## src/rtl/core/bta_pkg.sv

```systemverilog
// Shared types and constants for the boundary-tag heap allocator.
// Used by bta_tag_ram, bta_seq and boundary_tag_heap_allocator; depends on nothing.
package bta_pkg;

    localparam int TAG_W          = 21;
    localparam int FIELD_W        = 20;
    localparam int TYPE_W         = 2;
    localparam int TAG_BYTES      = 8;
    localparam int MIN_BLOCK      = 16;
    localparam int HEAP_BYTES_DEF = 1048576;
    localparam logic [TAG_W-1:0] LIMIT_RESET = 21'h100000;

    typedef enum logic [TYPE_W-1:0] {
        REQ_ALLOC  = 2'd0,
        REQ_FREE   = 2'd1,
        REQ_RESIZE = 2'd2,
        REQ_NOP    = 2'd3
    } req_t;

    typedef struct packed {
        logic               status;
        logic [FIELD_W-1:0] result_addr;
        logic [FIELD_W-1:0] move_from;
        logic [FIELD_W-1:0] move_len;
    } res_t;

endpackage

```

## src/rtl/core/bta_seq.sv

```systemverilog
// Allocator sequencer: walks, merges, splits and writes block tags in the tag store.
// Depends on bta_pkg; drives the ports of bta_tag_ram.
module bta_seq #(
    parameter int HEAP_BYTES = bta_pkg::HEAP_BYTES_DEF,
    parameter int BW         = 23,
    parameter int WIDX       = $clog2(bta_pkg::HEAP_BYTES_DEF / 8)
) (
    input  logic                          aclk,
    input  logic                          aresetn,
    input  logic                          start,
    input  logic [bta_pkg::TYPE_W-1:0]    req_type,
    input  logic [bta_pkg::FIELD_W-1:0]   req_size,
    input  logic [bta_pkg::FIELD_W-1:0]   req_addr,
    input  logic [bta_pkg::TAG_W-1:0]     heap_limit,
    output logic                          idle,
    output logic                          res_valid,
    input  logic                          res_ready,
    output bta_pkg::res_t                 res,
    output logic                          rd_en,
    output logic [WIDX-1:0]               rd_addr,
    input  logic [bta_pkg::TAG_W-1:0]     rd_data,
    output logic                          wr_en,
    output logic [WIDX-1:0]               wr_addr,
    output logic [bta_pkg::TAG_W-1:0]     wr_data
);

    typedef enum logic [4:0] {
        S_IDLE, S_FINISH, S_A0_END,
        S_FD_START, S_FD_CHK, S_FD_DAT,
        S_FR_START, S_FR_FOUND, S_FR_MR, S_FR_LEFT,
        S_MR_CHK, S_MR_DAT, S_MR_PUT,
        S_PUT0, S_PUT1,
        S_CV, S_CV2,
        S_AL_START, S_AL_CHK, S_AL_DAT, S_AL_GROW, S_AL_OK,
        S_RZ_FOUND, S_RZ_MERGED, S_RZ_INPLACE, S_RZ_LEFT, S_RZ_ALLOCED
    } state_t;

    localparam int FW = bta_pkg::FIELD_W;
    localparam logic [BW-1:0] TAGB = BW'(bta_pkg::TAG_BYTES);
    localparam logic [BW-1:0] MINB = BW'(bta_pkg::MIN_BLOCK);
    localparam logic [BW-1:0] HEAPB = BW'(HEAP_BYTES);

    state_t state_reg;
    state_t find_ret_reg, mr_ret_reg, put_ret_reg, carve_ret_reg, al_ret_reg, free_ret_reg;

    logic [BW-1:0] op_h_reg, op_need_reg, brk_reg, wk_b_reg, wk_rs_reg, mr_s_reg;
    logic [BW-1:0] pb_h_reg, pb_s_reg, cv_h_reg, cv_have_reg, al_hdr_reg;
    logic [FW-1:0] op_addr_reg, rz_copy_reg;
    logic [bta_pkg::TAG_W-1:0] fd_tag_reg;
    logic fd_ok_reg, mr_a_reg, pb_a_reg, cv_strict_reg, al_ok_reg;
    bta_pkg::res_t res_reg;

    logic [BW-1:0] req_addr_x, req_sum, req_need, rd_size, fd_size, mr_n, lim;
    logic [BW-1:0] cv_rest, left_sum, pb_foot, ext_limit;
    logic rd_alloc, wk_ok, mr_ok, cv_split;

    always_comb begin
        req_addr_x = {{(BW-FW){1'b0}}, req_addr};
        req_sum    = {{(BW-FW){1'b0}}, req_size} + BW'(2 * bta_pkg::TAG_BYTES + 7);
        req_need   = {req_sum[BW-1:3], 3'b000};
        rd_size    = {{(BW-bta_pkg::TAG_W){1'b0}}, rd_data[bta_pkg::TAG_W-1:3], 3'b000};
        rd_alloc   = rd_data[0];
        fd_size    = {{(BW-bta_pkg::TAG_W){1'b0}}, fd_tag_reg[bta_pkg::TAG_W-1:3], 3'b000};
        mr_n       = op_h_reg + mr_s_reg;
        wk_ok      = (rd_size >= MINB) && (rd_size <= brk_reg - wk_b_reg);
        mr_ok      = (rd_size >= MINB) && (rd_size <= brk_reg - mr_n);
        ext_limit  = {{(BW-bta_pkg::TAG_W){1'b0}}, heap_limit};
        lim        = (ext_limit < HEAPB) ? ext_limit : HEAPB;
        cv_rest    = cv_have_reg - op_need_reg;
        cv_split   = cv_strict_reg ? (cv_rest > MINB) : (cv_rest >= MINB);
        left_sum   = (op_h_reg - wk_rs_reg) + mr_s_reg;
        pb_foot    = pb_h_reg + pb_s_reg - TAGB;
    end

    always_comb begin
        rd_en   = 1'b0;
        rd_addr = wk_b_reg[WIDX+2:3];
        wr_en   = 1'b0;
        wr_addr = pb_h_reg[WIDX+2:3];
        wr_data = {pb_s_reg[bta_pkg::TAG_W-1:3], 2'b00, pb_a_reg};
        case (state_reg)
            S_FD_CHK, S_AL_CHK: begin
                rd_en = wk_b_reg < brk_reg;
            end
            S_MR_CHK: begin
                rd_en   = mr_n < brk_reg;
                rd_addr = mr_n[WIDX+2:3];
            end
            S_PUT0: begin
                wr_en = 1'b1;
            end
            S_PUT1: begin
                wr_en   = 1'b1;
                wr_addr = pb_foot[WIDX+2:3];
            end
            default: begin
                rd_en = 1'b0;
            end
        endcase
    end

    always_ff @(posedge aclk) begin
        if (!aresetn) begin
            state_reg <= S_IDLE;
            brk_reg   <= '0;
        end else begin
            case (state_reg)
                S_IDLE: begin
                    if (start) begin
                        op_h_reg    <= req_addr_x - TAGB;
                        op_addr_reg <= req_addr;
                        op_need_reg <= req_need;
                        res_reg     <= '0;
                        if (req_type == bta_pkg::REQ_ALLOC) begin
                            al_ret_reg <= S_A0_END;
                            state_reg  <= S_AL_START;
                        end else if (req_type == bta_pkg::REQ_FREE) begin
                            free_ret_reg <= S_FINISH;
                            state_reg    <= (req_addr_x >= TAGB) ? S_FR_START : S_FINISH;
                        end else if (req_type == bta_pkg::REQ_RESIZE) begin
                            if (req_addr_x < TAGB) begin
                                res_reg.status <= 1'b1;
                                state_reg      <= S_FINISH;
                            end else begin
                                find_ret_reg <= S_RZ_FOUND;
                                state_reg    <= S_FD_START;
                            end
                        end else begin
                            state_reg <= S_FINISH;
                        end
                    end
                end
                S_FINISH: begin
                    if (res_ready) begin
                        state_reg <= S_IDLE;
                    end
                end
                S_A0_END: begin
                    if (al_ok_reg) begin
                        res_reg.result_addr <= FW'(al_hdr_reg + TAGB);
                    end else begin
                        res_reg.status <= 1'b1;
                    end
                    state_reg <= S_FINISH;
                end
                S_FD_START: begin
                    wk_b_reg  <= '0;
                    wk_rs_reg <= '0;
                    state_reg <= S_FD_CHK;
                end
                S_FD_CHK: begin
                    if (wk_b_reg < brk_reg) begin
                        state_reg <= S_FD_DAT;
                    end else begin
                        fd_ok_reg <= 1'b0;
                        state_reg <= find_ret_reg;
                    end
                end
                S_FD_DAT: begin
                    if (!wk_ok) begin
                        fd_ok_reg <= 1'b0;
                        state_reg <= find_ret_reg;
                    end else if (wk_b_reg == op_h_reg) begin
                        fd_ok_reg  <= rd_alloc;
                        fd_tag_reg <= rd_data;
                        state_reg  <= find_ret_reg;
                    end else begin
                        if (rd_alloc) begin
                            wk_rs_reg <= wk_b_reg + rd_size;
                        end
                        wk_b_reg  <= wk_b_reg + rd_size;
                        state_reg <= S_FD_CHK;
                    end
                end
                S_FR_START: begin
                    find_ret_reg <= S_FR_FOUND;
                    state_reg    <= S_FD_START;
                end
                S_FR_FOUND: begin
                    if (!fd_ok_reg) begin
                        state_reg <= free_ret_reg;
                    end else begin
                        pb_h_reg    <= op_h_reg;
                        pb_s_reg    <= fd_size;
                        pb_a_reg    <= 1'b0;
                        put_ret_reg <= S_FR_MR;
                        state_reg   <= S_PUT0;
                    end
                end
                S_FR_MR: begin
                    mr_s_reg   <= fd_size;
                    mr_a_reg   <= 1'b0;
                    mr_ret_reg <= S_FR_LEFT;
                    state_reg  <= S_MR_CHK;
                end
                S_FR_LEFT: begin
                    pb_h_reg    <= wk_rs_reg;
                    pb_s_reg    <= left_sum;
                    pb_a_reg    <= 1'b0;
                    put_ret_reg <= free_ret_reg;
                    state_reg   <= S_PUT0;
                end
                S_MR_CHK: begin
                    state_reg <= (mr_n < brk_reg) ? S_MR_DAT : S_MR_PUT;
                end
                S_MR_DAT: begin
                    if (mr_ok && !rd_alloc) begin
                        mr_s_reg  <= mr_s_reg + rd_size;
                        state_reg <= S_MR_CHK;
                    end else begin
                        state_reg <= S_MR_PUT;
                    end
                end
                S_MR_PUT: begin
                    pb_h_reg    <= op_h_reg;
                    pb_s_reg    <= mr_s_reg;
                    pb_a_reg    <= mr_a_reg;
                    put_ret_reg <= mr_ret_reg;
                    state_reg   <= S_PUT0;
                end
                S_PUT0: begin
                    state_reg <= S_PUT1;
                end
                S_PUT1: begin
                    state_reg <= put_ret_reg;
                end
                S_CV: begin
                    pb_h_reg  <= cv_h_reg;
                    pb_a_reg  <= 1'b1;
                    state_reg <= S_PUT0;
                    if (cv_split) begin
                        pb_s_reg    <= op_need_reg;
                        put_ret_reg <= S_CV2;
                    end else begin
                        pb_s_reg    <= cv_have_reg;
                        put_ret_reg <= carve_ret_reg;
                    end
                end
                S_CV2: begin
                    pb_h_reg    <= cv_h_reg + op_need_reg;
                    pb_s_reg    <= cv_rest;
                    pb_a_reg    <= 1'b0;
                    put_ret_reg <= carve_ret_reg;
                    state_reg   <= S_PUT0;
                end
                S_AL_START: begin
                    wk_b_reg  <= '0;
                    state_reg <= S_AL_CHK;
                end
                S_AL_CHK: begin
                    state_reg <= (wk_b_reg < brk_reg) ? S_AL_DAT : S_AL_GROW;
                end
                S_AL_DAT: begin
                    if (!wk_ok) begin
                        state_reg <= S_AL_GROW;
                    end else if (!rd_alloc && rd_size >= op_need_reg) begin
                        cv_h_reg      <= wk_b_reg;
                        cv_have_reg   <= rd_size;
                        cv_strict_reg <= 1'b1;
                        carve_ret_reg <= S_AL_OK;
                        al_hdr_reg    <= wk_b_reg;
                        state_reg     <= S_CV;
                    end else begin
                        wk_b_reg  <= wk_b_reg + rd_size;
                        state_reg <= S_AL_CHK;
                    end
                end
                S_AL_GROW: begin
                    if (lim < brk_reg || op_need_reg > lim - brk_reg) begin
                        al_ok_reg <= 1'b0;
                        state_reg <= al_ret_reg;
                    end else begin
                        al_hdr_reg  <= brk_reg;
                        brk_reg     <= brk_reg + op_need_reg;
                        pb_h_reg    <= brk_reg;
                        pb_s_reg    <= op_need_reg;
                        pb_a_reg    <= 1'b1;
                        put_ret_reg <= S_AL_OK;
                        state_reg   <= S_PUT0;
                    end
                end
                S_AL_OK: begin
                    al_ok_reg <= 1'b1;
                    state_reg <= al_ret_reg;
                end
                S_RZ_FOUND: begin
                    if (!fd_ok_reg) begin
                        res_reg.status <= 1'b1;
                        state_reg      <= S_FINISH;
                    end else begin
                        rz_copy_reg <= FW'(fd_size - MINB);
                        if (fd_size >= op_need_reg) begin
                            cv_h_reg      <= op_h_reg;
                            cv_have_reg   <= fd_size;
                            cv_strict_reg <= 1'b0;
                            carve_ret_reg <= S_RZ_INPLACE;
                            state_reg     <= S_CV;
                        end else begin
                            mr_s_reg   <= fd_size;
                            mr_a_reg   <= fd_tag_reg[0];
                            mr_ret_reg <= S_RZ_MERGED;
                            state_reg  <= S_MR_CHK;
                        end
                    end
                end
                S_RZ_MERGED: begin
                    cv_strict_reg <= 1'b0;
                    if (mr_s_reg >= op_need_reg) begin
                        cv_h_reg      <= op_h_reg;
                        cv_have_reg   <= mr_s_reg;
                        carve_ret_reg <= S_RZ_INPLACE;
                        state_reg     <= S_CV;
                    end else if (wk_rs_reg < op_h_reg && left_sum >= op_need_reg) begin
                        cv_h_reg      <= wk_rs_reg;
                        cv_have_reg   <= left_sum;
                        carve_ret_reg <= S_RZ_LEFT;
                        state_reg     <= S_CV;
                    end else begin
                        al_ret_reg <= S_RZ_ALLOCED;
                        state_reg  <= S_AL_START;
                    end
                end
                S_RZ_INPLACE: begin
                    res_reg.result_addr <= op_addr_reg;
                    state_reg           <= S_FINISH;
                end
                S_RZ_LEFT: begin
                    res_reg.result_addr <= FW'(wk_rs_reg + TAGB);
                    res_reg.move_from   <= op_addr_reg;
                    res_reg.move_len    <= rz_copy_reg;
                    state_reg           <= S_FINISH;
                end
                S_RZ_ALLOCED: begin
                    if (al_ok_reg) begin
                        res_reg.result_addr <= FW'(al_hdr_reg + TAGB);
                        res_reg.move_from   <= op_addr_reg;
                        res_reg.move_len    <= rz_copy_reg;
                        free_ret_reg        <= S_FINISH;
                        state_reg           <= S_FR_START;
                    end else begin
                        res_reg.status <= 1'b1;
                        state_reg      <= S_FINISH;
                    end
                end
                default: begin
                    state_reg <= S_IDLE;
                end
            endcase
        end
    end

    assign idle      = state_reg == S_IDLE;
    assign res_valid = state_reg == S_FINISH;
    assign res       = res_reg;

endmodule

```

## config.mk

```make
export PLATFORM = sky130hd
export DESIGN_NAME = bta_seq
export DESIGN_NICKNAME = d
export VERILOG_FILES = /design/src/rtl/core/bta_pkg.sv /design/src/rtl/core/bta_seq.sv
export SDC_FILE = /design/constraint.sdc
export NUM_CORES = 1
export LEC_CHECK = 0
export ABC_AREA = 1
export BUFFER_PORTS_ARGS = -buffer_cell sky130_fd_sc_hd__buf_2
export CAP_MARGIN = 10
export CORE_MARGIN = 10
export CORE_UTILIZATION = 23
export DETAILED_ROUTE_END_ITERATION = 10
export GPL_TIMING_DRIVEN = 0
export PLACE_DENSITY_LB_ADDON = 0.25
export SKIP_CTS_REPAIR_TIMING = 1
export SYNTH_ARGS = -nofsm -noshare
export SYNTH_HDL_FRONTEND = slang
export SYNTH_SLANG_ARGS = --single-unit
export TNS_END_PERCENT = 20
```

## constraint.sdc

```tcl
create_clock -name aclk -period 7.6 [get_ports aclk]
set_input_delay 0.38 -clock aclk [delete_from_list [all_inputs] [get_ports aclk]]
set_output_delay 0.38 -clock aclk [all_outputs]
set_load 0.02 [all_outputs]
```

-- Word-level counts from Yosys, hierarchy flattened
Index checks and enable logic that the tools add are counted.
- eq/ne operators: 59
- reductions and logical operators: 54
- muxes and demuxes: 123
- $lt $le $gt $ge: 17
- bitwise gates (word level): 1
- add/sub/neg operators: 18
- operator list (operator ; count):
    23-bit 2-to-1 mux ; 16
    23-bit one-hot mux with 3 select lines ; 3
    5-bit 2-to-1 mux ; 39
    20-bit 2-to-1 mux ; 9
    21-bit one-hot mux with 6 select lines ; 1
    20-bit one-hot mux with 6 select lines ; 1
    40-bit one-hot mux with 3 select lines ; 1
    5-bit one-hot mux with 22 select lines ; 1
    20-bit one-hot mux with 5 select lines ; 1
    21-bit 2-to-1 mux ; 4
    23-bit by 21-bit adder with 23-bit output ; 3
    23-bit less-than comparator ; 3
    23-bit subtractor ; 3
    61-bit 2-to-1 mux ; 1
    60-bit 2-to-1 mux ; 1
    20-bit one-hot mux with 3 select lines ; 1
    5-bit == test, second input constant ; 11
    2-bit inequality test, second input constant ; 24
    23-bit adder ; 2
    23-bit by 21-bit greater-or-equal comparator with 1-bit output ; 2
    21-bit by 23-bit <= comparator with 1-bit output ; 2
    23-bit one-hot mux with 2 select lines ; 1
    21-bit greater-or-equal comparator ; 2
    20-bit adder ; 2
    other kinds (54) ; 138
- input bits: 88
- logic and storage cells: 302
- register bits after elaboration: 397
- output and inout bits: 120

-- Longest topological paths before layout
Gate-level depths: netlist of the first run.
- depth in word-level cells: 7
- gate-level depth with buffers: 33

-- Least setup slack after synthesis of the first run
No wires, ideal clock.
- path kind: input port to flip-flop
- start point: input port heap_limit[20] (netlist bit)
- end point: register pb_h_reg[0] (enable)
- library setup time: 0.519 ns
- path buffers: 2
- arrival: 6.742 ns
- stages: 23
- path slack: 0.339 ns
- cells stage by stage: clkbuf_1 > clkbuf_1 > nor2_1 > ha_1 > nand2_1 > nand2_1 > a31oi_1 > nand2_1 > nand3_1 > nand2_1 > nand3_1 > nand2_1 > nand3_1 > nand2_1 > xnor2_1 > ha_1 > nand2_1 > nor4b_1 > o2111ai_1 > nand4_1 > nand2_1 > o2bb2ai_1 > a211oi_1
- longest elaborated chain between the ends: 7
- elaborated cells between the ends (all ways): 8
- those cells by class: add/sub: 1; order compare: 3; eq/ne: 1; mux: 1; reduce/logical: 2
- ends and longest elaborated chain (element ; RTL line ; source):
    start, declared ; bta_seq.sv:14 ; input logic [bta_pkg::TAG_W-1:0] heap_limit,
    21-bit less-than comparator ; bta_seq.sv:68 ; lim = (ext_limit < HEAPB) ? ext_limit : HEAPB;
    21-bit 2-to-1 mux * ; bta_seq.sv:68 ;
    21-bit by 23-bit subtractor with 23-bit output ; bta_seq.sv:269 ; if (lim < brk_reg || op_need_reg > lim - brk_reg) begin
    21-bit by 23-bit > comparator with 1-bit output ; bta_seq.sv:269 ;
    1-bit logical OR * ; bta_seq.sv:269 ;
    2-bit inequality test (no source line) * ; -- ;
    4-bit AND reduction (no source line) * ; -- ;
    end signal, assigned ; bta_seq.sv:228 ; pb_h_reg <= cv_h_reg;
    end signal, assigned ; bta_seq.sv:240 ; pb_h_reg <= cv_h_reg + op_need_reg;
    end signal, assigned ; bta_seq.sv:275 ; pb_h_reg <= brk_reg;
    end, declared ; bta_seq.sv:47 ; logic [BW-1:0] pb_h_reg, pb_s_reg, cv_h_reg, cv_have_reg, al_hdr_reg;
Every way passes the cells marked *; elsewhere a longest branch is shown, timed or not.
A chain may end at the register's enable or synchronous reset.

-- Worst setup path after layout of the first run
- start point: register mr_s_reg[4]
- end point: register mr_s_reg[17] (enable)
- longest elaborated chain between the ends: 7
- ends and longest elaborated chain (element ; RTL line ; source):
    start, declared ; bta_seq.sv:46 ; logic [BW-1:0] op_h_reg, op_need_reg, brk_reg, wk_b_reg, wk_rs_reg, mr_s_reg;
    start signal, assigned ; bta_seq.sv:191 ; mr_s_reg <= fd_size;
    start signal, assigned ; bta_seq.sv:208 ; mr_s_reg <= mr_s_reg + rd_size;
    start signal, assigned ; bta_seq.sv:299 ; mr_s_reg <= fd_size;
    23-bit adder ; bta_seq.sv:64 ; mr_n = op_h_reg + mr_s_reg;
    23-bit subtractor ; bta_seq.sv:66 ; mr_ok = (rd_size >= MINB) && (rd_size <= brk_reg - mr_n);
    21-bit by 23-bit <= comparator with 1-bit output ; bta_seq.sv:66 ;
    1-bit logical AND ; bta_seq.sv:66 ;
    1-bit logical AND ; bta_seq.sv:207 ; if (mr_ok && !rd_alloc) begin
    2-bit inequality test (no source line) ; -- ;
    5-bit AND reduction (no source line) ; -- ;
Every way passes these cells.

==> results of run 1 <==
metrics by stage:
stage          std cells  total power, uW  utilization, %
6_report            6335             9898           26.82
5_1_grt             6333            10450           26.81
4_1_cts             6328             9863           26.78
3_5_place_dp        6246             7640           25.73
3_3_place_gp        6229             7606           25.53
2_1_floorplan       4153             5737               -
power breakdown:
group | switching (uW) | leakage (uW) | internal (uW)
Combinational | 3360 | 0.0128 | 1470
Sequential | 335 | 0.00324 | 2530
Clock | 957 | 0.000714 | 1250
kinds of logic after synthesis:
group,after synthesis,share of synthesized area [%]
flip-flops,354,32.27
XOR/XNOR,189,5.216
AND/OR/NAND/NOR,1685,22.65
adder cells (fa/ha/maj),397,16.05
buffers and inverters,705,8.818
AO/OA/AOI/OAI,814,14.86
other,1,0.01166
multiplexers,4,0.1284
final timing paths:
check                         end  cells past startpoint
hold / removal    op_addr_reg[11]                      1
setup / recovery     mr_s_reg[17]                     30
hold reg to reg            res[8]                      2
setup reg to reg     mr_s_reg[17]                     30
per-layer routing:
metal	GRT usage, %	share of wire (%)	vias up
li1	-	-	14750
met1	25.41	43	15150
met2	32.26	45	1346
met3	2.608	6.8	306
met4	9.001	5.3	8
met5	0	0.034	-
critical path: cells and delay by family (launching register included):
| kind | cells | cell delay [ps] |
|---|---|---|
| buffers and inverters | 4 | 830 |
| AO/OA/AOI/OAI | 8 | 1540 |
| AND/OR/NAND/NOR | 13 | 1790 |
| adder cells (fa/ha/maj) | 3 | 1240 |
| flip-flops | 1 | 620 |
| XOR/XNOR | 2 | 500 |
layout by cell type (no fill, tap or decap), types with 9 or more instances in the layout:
cell	Yosys	layout
nand2_1	821	821
inv_1	591	591
nor2_1	431	429
ha_1	371	371
edfxtp_1	329	329
a21oi_1	317	314
o21ai_0	224	224
buf_2	14	215
nand3_1	172	172
xor2_1	122	122
nand4_1	80	80
xnor2_1	64	64
nor3_1	57	56
clkbuf_1	46	52
clkbuf_16	0	44
o22ai_1	39	39
a31oi_1	33	33
buf_4	26	30
nor4_1	29	28
a22oi_1	28	28
fa_1	26	26
dfxtp_1	25	25
o211ai_1	22	22
nand2_2	21	21
o21bai_1	21	21
a211oi_1	17	16
o221ai_1	16	16
a221oi_1	15	15
a21o_1	14	14
nand3_2	13	13
clkinv_2	0	12
or2_2	11	11
clkinv_1	7	10
buf_6	7	10
nor2_2	8	9
a2111oi_0	9	9
layout make-up:
| type | count | area, sq um | area share [%] |
|---|---|---|---|
| multi-input combinational | 3094 | 19020 | 50.95 |
| sequential | 354 | 10380 | 27.81 |
| tap | 1876 | 2347 | 6.289 |
| inverter | 607 | 2283 | 6.118 |
| timing repair buffer | 222 | 1275 | 3.416 |
| clock buffer | 50 | 1124 | 3.010 |
| buffer | 98 | 553.0 | 1.482 |
| clock inverter | 32 | 340.3 | 0.9118 |
| antenna | 2 | 5.005 | 0.01341 |
==> impl_metrics.prom, run 1 <==
# TYPE chip_impl_metric gauge
chip_impl_metric{name="cp_data_arrival_time",unit="ps"} 7160
chip_impl_metric{name="largest_register_ff_count",unit=""} 58
chip_impl_metric{name="detailed_place_hpwl",unit="microns"} 131400
chip_impl_info{name="critPathSlowestCell",value="edfxtp_1"} 1
chip_impl_metric{name="detail_route.drc_violations",unit=""} 0
chip_impl_metric{name="flow.area_growth_from_synthesis",unit="%"} 16.04
chip_impl_metric{name="first_pass_iters",unit=""} 6
chip_impl_metric{name="finalWorstPathRequiredPeriod",unit="ps"} 6852
chip_impl_metric{name="detailedRoute.firstIterationViolations",unit=""} 3022
chip_impl_metric{name="die-area",unit="sq um"} 155200
chip_impl_metric{name="routed_wirelength",unit="microns"} 159800
chip_impl_metric{name="i_o_pins",unit=""} 208
chip_impl_info{name="reg_to_reg_startpoint",value="mr_s_reg[4]"} 1
chip_impl_metric{name="cap_viol_max_count",unit=""} 0
chip_impl_info{name="synth_most_common_cell",value="nand2_1"} 1
chip_impl_metric{name="global_route.usage.total",unit="%"} 19.63
chip_impl_metric{name="synth_top_area_share",unit="%"} 30.71
chip_impl_metric{name="initial_core_util",unit="%"} 23.11
chip_impl_metric{name="synthArstFlopShare",unit="%"} 0
chip_impl_metric{name="worst_setup_hold_path_clk_slew",unit="ps"} 70
chip_impl_metric{name="crit_share_post_route",unit="%"} 90.16
chip_impl_info{name="hp-start",value="req_addr[11]"} 1
chip_impl_metric{name="detail-route-antenna-nets",unit=""} 0
chip_impl_info{name="startpoint_type",value="register"} 1
chip_impl_metric{name="cts_made_buffers",unit=""} 44
chip_impl_info{name="critical_path.startpoint",value="mr_s_reg[4]"} 1
chip_impl_metric{name="grt_antenna_before_repair",unit=""} 14
chip_impl_metric{name="worst-slew-pin-transition",unit="ps"} 1215
chip_impl_metric{name="grt_max_degree",unit=""} 34
chip_impl_metric{name="clock_sink_count",unit=""} 354
chip_impl_metric{name="grt_first_pass_wirelength",unit="microns"} 222300
chip_impl_metric{name="synthesis.yosys.warnings",unit=""} 0
chip_impl_info{name="synth_top_flop_cell",value="edfxtp_1"} 1
chip_impl_metric{name="crit_fanout",unit=""} 16
chip_impl_metric{name="clock_skew",unit="ps"} 21.57
chip_impl_metric{name="dieHeight",unit="microns"} 394.0
chip_impl_metric{name="final.setup.worst_slack",unit="ps"} 747.9
chip_impl_metric{name="final-hold-violation-count",unit=""} 0
chip_impl_metric{name="design_area",unit="sq um"} 37330
chip_impl_metric{name="slew_viol_final",unit=""} 0
chip_impl_metric{name="post_synth_inst_count",unit=""} 4149
chip_impl_info{name="timing.critical_path.to_type",value="register"} 1
chip_impl_metric{name="wl_per_cell",unit="microns"} 25.22
chip_impl_info{name="timing_worst_setup_path_type",value="reg2reg"} 1
chip_impl_metric{name="clock_path_buffers",unit=""} 3
chip_impl_metric{name="synth_enable_flop_cells",unit=""} 329
chip_impl_metric{name="required",unit="ps"} 7910
chip_impl_metric{name="finalWeightedCongestion",unit=""} 0.9788
chip_impl_metric{name="vdd_drop_max",unit="uV"} 155.0
chip_impl_metric{name="fin_nets",unit=""} 4906
chip_impl_metric{name="timing.max_slew.rel_slack",unit="%"} 19.00
chip_impl_metric{name="syn-mean-instance-area",unit="sq um"} 7.753
chip_impl_info{name="synth.largest_area_cell",value="edfxtp_1"} 1
chip_impl_metric{name="fin_setup_tns",unit="ps"} 0
chip_impl_metric{name="r2r_slack",unit="ps"} 750
chip_impl_metric{name="fill_cells",unit=""} 15390
chip_impl_metric{name="postSynthRegisterBits",unit=""} 354
chip_impl_info{name="cts_tree",value="done"} 1
chip_impl_info{name="cts.root.buffer_cell",value="clkbuf_16"} 1
chip_impl_metric{name="post_drt_via_cell_ratio",unit=""} 4.981
chip_impl_info{name="unrepaired_setup_endpoints_after_global_routing",value="false"} 1
chip_impl_metric{name="areal_power_density_over_the_cells",unit="nW/um^2"} 265.2
chip_impl_metric{name="htree_levels",unit=""} 2
chip_impl_metric{name="leakagePower",unit="uW"} 0.01673
chip_impl_metric{name="drive_above_1_share",unit="%"} 10.03
chip_impl_metric{name="finalSetupViolations",unit=""} 0
chip_impl_metric{name="worstSkewPairLatency",unit="ps"} 620
chip_impl_metric{name="rows",unit=""} 137
chip_impl_info{name="cp_common_cell",value="nand2_1"} 1
chip_impl_metric{name="pre_cts_slack",unit="ps"} 992.3
chip_impl_metric{name="syn-cell-area",unit="sq um"} 32170
chip_impl_metric{name="grt.overflow.total",unit=""} 0
chip_impl_metric{name="die_w",unit="microns"} 394.0
chip_impl_metric{name="critical_path.max_stage_delay",unit="ps"} 620
chip_impl_metric{name="grt_pass1_vias",unit=""} 30590
chip_impl_metric{name="io_buffer_count",unit=""} 200
chip_impl_metric{name="maximum_clock_frequency",unit="GHz"} 0.1459
chip_impl_info{name="synthTopCellsByArea",value="edfxtp_1 (31%), ha_1 (14%), nand2_1 (9.6%)"} 1
chip_impl_metric{name="dpl_cell_area",unit="sq um"} 35810
chip_impl_metric{name="route.vias.total",unit=""} 31560
chip_impl_metric{name="core_area",unit="sq um"} 139200
chip_impl_metric{name="synth.lib_cells_used.distinct",unit=""} 81
chip_impl_info{name="outcome",value="finished clean"} 1
chip_impl_metric{name="synth-seq-area-share",unit="%"} 32.27
chip_impl_info{name="holdCritPathClass",value="in2reg"} 1
chip_impl_metric{name="hold-worst-slack",unit="ps"} 3.127
chip_impl_info{name="synth_common_cells",value="nand2_1 (821), inv_1 (591), nor2_1 (431)"} 1
(Power assumes the default switching activity.)
==> run 2, diff against run 1 <==
--- a/config.mk
+++ b/config.mk
@@ -12,7 +12,6 @@
 export CORE_UTILIZATION = 23
 export DETAILED_ROUTE_END_ITERATION = 10
 export GPL_TIMING_DRIVEN = 0
-export PLACE_DENSITY_LB_ADDON = 0.25
 export SKIP_CTS_REPAIR_TIMING = 1
 export SYNTH_ARGS = -nofsm -noshare
 export SYNTH_HDL_FRONTEND = slang
==> impl_metrics.prom, run 2 (synthesized netlist as in run 1, its figures left out) <==
# TYPE chip_impl_metric gauge
chip_impl_info{name="outcome",value="finished clean"} 1
chip_impl_metric{name="power_frac_seq",unit="%"} 29.5
chip_impl_metric{name="r2r_slack",unit="ps"} 670
chip_impl_metric{name="die_w",unit="microns"} 394.0
chip_impl_metric{name="detailed_place_hpwl",unit="microns"} 123700
chip_impl_metric{name="i_o_pins",unit=""} 208
chip_impl_metric{name="clock_path_buffers",unit=""} 3
chip_impl_metric{name="pre_cts_slack",unit="ps"} 942.4
chip_impl_metric{name="cp_data_arrival_time",unit="ps"} 7230
chip_impl_metric{name="fill_cells",unit=""} 15340
chip_impl_info{name="final_common_cell",value="nand2_1"} 1
chip_impl_metric{name="comb_power_share",unit="%"} 48.9
chip_impl_metric{name="detail_route.drc_violations",unit=""} 0
chip_impl_metric{name="finalWorstPathRequiredPeriod",unit="ps"} 6933
chip_impl_metric{name="global_route.usage.total",unit="%"} 18.53
chip_impl_metric{name="grt_antenna_before_repair",unit=""} 17
chip_impl_metric{name="vdd_drop_max",unit="uV"} 149.2
chip_impl_metric{name="htree_levels",unit=""} 2
chip_impl_info{name="cts.root.buffer_cell",value="clkbuf_16"} 1
chip_impl_metric{name="crit_share_post_route",unit="%"} 91.22
chip_impl_metric{name="route.vias.total",unit=""} 31840
chip_impl_metric{name="fin_setup_tns",unit="ps"} 0
chip_impl_info{name="startpoint_type",value="register"} 1
chip_impl_metric{name="leakagePower",unit="uW"} 0.01665
chip_impl_metric{name="detail-route-antenna-nets",unit=""} 0
chip_impl_metric{name="required",unit="ps"} 7900
chip_impl_metric{name="fin_nets",unit=""} 4896
chip_impl_metric{name="dieHeight",unit="microns"} 394.0
chip_impl_metric{name="critical_path.max_stage_delay",unit="ps"} 750
chip_impl_metric{name="first_pass_iters",unit=""} 6
chip_impl_metric{name="grt_max_degree",unit=""} 34
chip_impl_metric{name="worst_hold_path_depth",unit=""} 1
chip_impl_metric{name="internal_power_summed_over_all_cells",unit="uW"} 5162
chip_impl_metric{name="core_area",unit="sq um"} 139200
chip_impl_metric{name="die-area",unit="sq um"} 155200
chip_impl_metric{name="routed_wirelength",unit="microns"} 151500
chip_impl_metric{name="finalWeightedCongestion",unit=""} 1.053
chip_impl_info{name="timing.critical_path.to_type",value="register"} 1
chip_impl_metric{name="maximum_clock_frequency",unit="GHz"} 0.1442
chip_impl_info{name="critPathSlowestCell",value="a21oi_2"} 1
chip_impl_metric{name="grt.overflow.total",unit=""} 0
chip_impl_metric{name="hold-worst-slack",unit="ps"} 0.4538
chip_impl_metric{name="cap_viol_max_count",unit=""} 0
chip_impl_metric{name="flow.area_growth_from_synthesis",unit="%"} 15.55
chip_impl_info{name="timing_worst_setup_path_type",value="reg2reg"} 1
chip_impl_metric{name="timing.max_slew.rel_slack",unit="%"} 15.86
chip_impl_metric{name="drive_above_1_share",unit="%"} 9.903
chip_impl_metric{name="cts_made_buffers",unit=""} 42
chip_impl_metric{name="grt_pass1_vias",unit=""} 30440
chip_impl_metric{name="worst-slew-pin-transition",unit="ps"} 1257
chip_impl_metric{name="rows",unit=""} 137
chip_impl_metric{name="post_drt_via_cell_ratio",unit=""} 5.036
chip_impl_info{name="timing.hold.worst_endpoint",value="op_addr_reg[4]"} 1
chip_impl_metric{name="worstSkewPairLatency",unit="ps"} 600
chip_impl_metric{name="worst-r2r-cell-count",unit=""} 30
chip_impl_metric{name="initial_core_util",unit="%"} 23.11
chip_impl_metric{name="worst_setup_hold_path_clk_slew",unit="ps"} 60
chip_impl_info{name="holdCritPathClass",value="in2reg"} 1
chip_impl_metric{name="slew_viol_final",unit=""} 0
chip_impl_info{name="worst_reg2reg_path_endpoint",value="mr_s_reg[3]"} 1
chip_impl_metric{name="wl_per_cell",unit="microns"} 23.96
chip_impl_metric{name="power.switching",unit="uW"} 4567
chip_impl_metric{name="final.setup.worst_slack",unit="ps"} 667.3
chip_impl_info{name="cts_tree",value="done"} 1
chip_impl_metric{name="clock_sink_count",unit=""} 354
chip_impl_metric{name="detailedRoute.firstIterationViolations",unit=""} 3530
chip_impl_metric{name="finalSetupViolations",unit=""} 0
chip_impl_metric{name="grt_first_pass_wirelength",unit="microns"} 212200
chip_impl_info{name="layout.cells.most_common_list",value="nand2_1 (821), inv_1 (591), nor2_1 (429)"} 1
chip_impl_metric{name="share_clk_of_total_power",unit="%"} 21.6
chip_impl_metric{name="clock_skew",unit="ps"} 24.87
chip_impl_info{name="cp_common_cell",value="nand2_1"} 1
chip_impl_metric{name="crit_fanout",unit=""} 11
chip_impl_info{name="reg_to_reg_startpoint",value="mr_s_reg[4]"} 1
chip_impl_metric{name="switching_share",unit="%"} 46.94
chip_impl_metric{name="io_buffer_count",unit=""} 200
chip_impl_metric{name="final-hold-violation-count",unit=""} 0
chip_impl_metric{name="largest_register_ff_count",unit=""} 58
chip_impl_info{name="hp-start",value="req_addr[4]"} 1
chip_impl_metric{name="areal_power_density_over_the_cells",unit="nW/um^2"} 261.8
chip_impl_info{name="unrepaired_setup_endpoints_after_global_routing",value="false"} 1
run 2: cell types whose count changed in the layout (fill, tap and decap cells not counted), sizes merged:
cell / delta
clkbuf: -3
clkinvlp: +1
buf: -3
inv: +4
bufinv: -1
dlygate4sd3: -5
clkinv: -7
run 2: worst max path at each step:
stage | start | to | slack, ps | cells past startpoint
CTS | mr_s_reg[4] | mr_s_reg[3] | 920 | 30
global route | mr_s_reg[4] | mr_s_reg[3] | 490 | 30
finish | mr_s_reg[4] | mr_s_reg[3] | 670 | 30
floorplan | heap_limit[20] | pb_h_reg[0] | 340 | 23
detailed placement | mr_s_reg[4] | mr_s_reg[3] | 940 | 30
global placement | heap_limit[20] | pb_s_reg[18] | -2020 | 24
run 2: routing by layer:
metal  GRT usage, %  vias to the layer above  routed length (microns)
met5              0                        -                       77
met4          10.77                       10                    10380
met3          3.581                      397                    12970
met2          30.35                     1620                    68250
met1          22.53                    15090                    59780
li1               -                    14720                        -
run 2: critical path, delay by kind of cell, from the launching register on:
| kind | cells | cell delay [ps] |
|---|---|---|
| AO/OA/AOI/OAI | 8 | 1790 |
| AND/OR/NAND/NOR | 13 | 1630 |
| adder cells (fa/ha/maj) | 3 | 1250 |
| buffers and inverters | 4 | 910 |
| flip-flops | 1 | 610 |
| XOR/XNOR | 2 | 410 |
run 2: cell type report:
cell class	count	area [sq um]	share of cell area (%)
Tap cell	1876	2347	6.315
Clock inverter	29	296.5	0.7978
Multi-Input combinational cell	3094	19020	51.17
Timing Repair Buffer	214	1194	3.211
Clock buffer	47	1091	2.935
Antenna cell	2	5.005	0.01347
Sequential cell	354	10380	27.93
Buffer	98	553.0	1.488
Inverter	607	2283	6.144
run 2: metrics by stage:
step                std cells  cell area (sq um)  power (uW)  util, %
CTS                      6318              37160        9627    26.69
floorplan                4153              32180        5737        -
finish                   6321              37170        9730    26.70
global placement         6229              35530        7461    25.53
detailed placement       6242              35770        7516    25.70
global route             6320              37170       10250    26.70
run 2: power groups by stage:
stage / Combinational (uW) / Sequential [uW] / Clock, uW
floorplan: 2850 / 2880 / 0
global placement: 4540 / 2920 / 0
detailed placement: 4630 / 2890 / 0
CTS: 4650 / 2850 / 2130
global route: 5190 / 2870 / 2200
finish: 4760 / 2870 / 2100
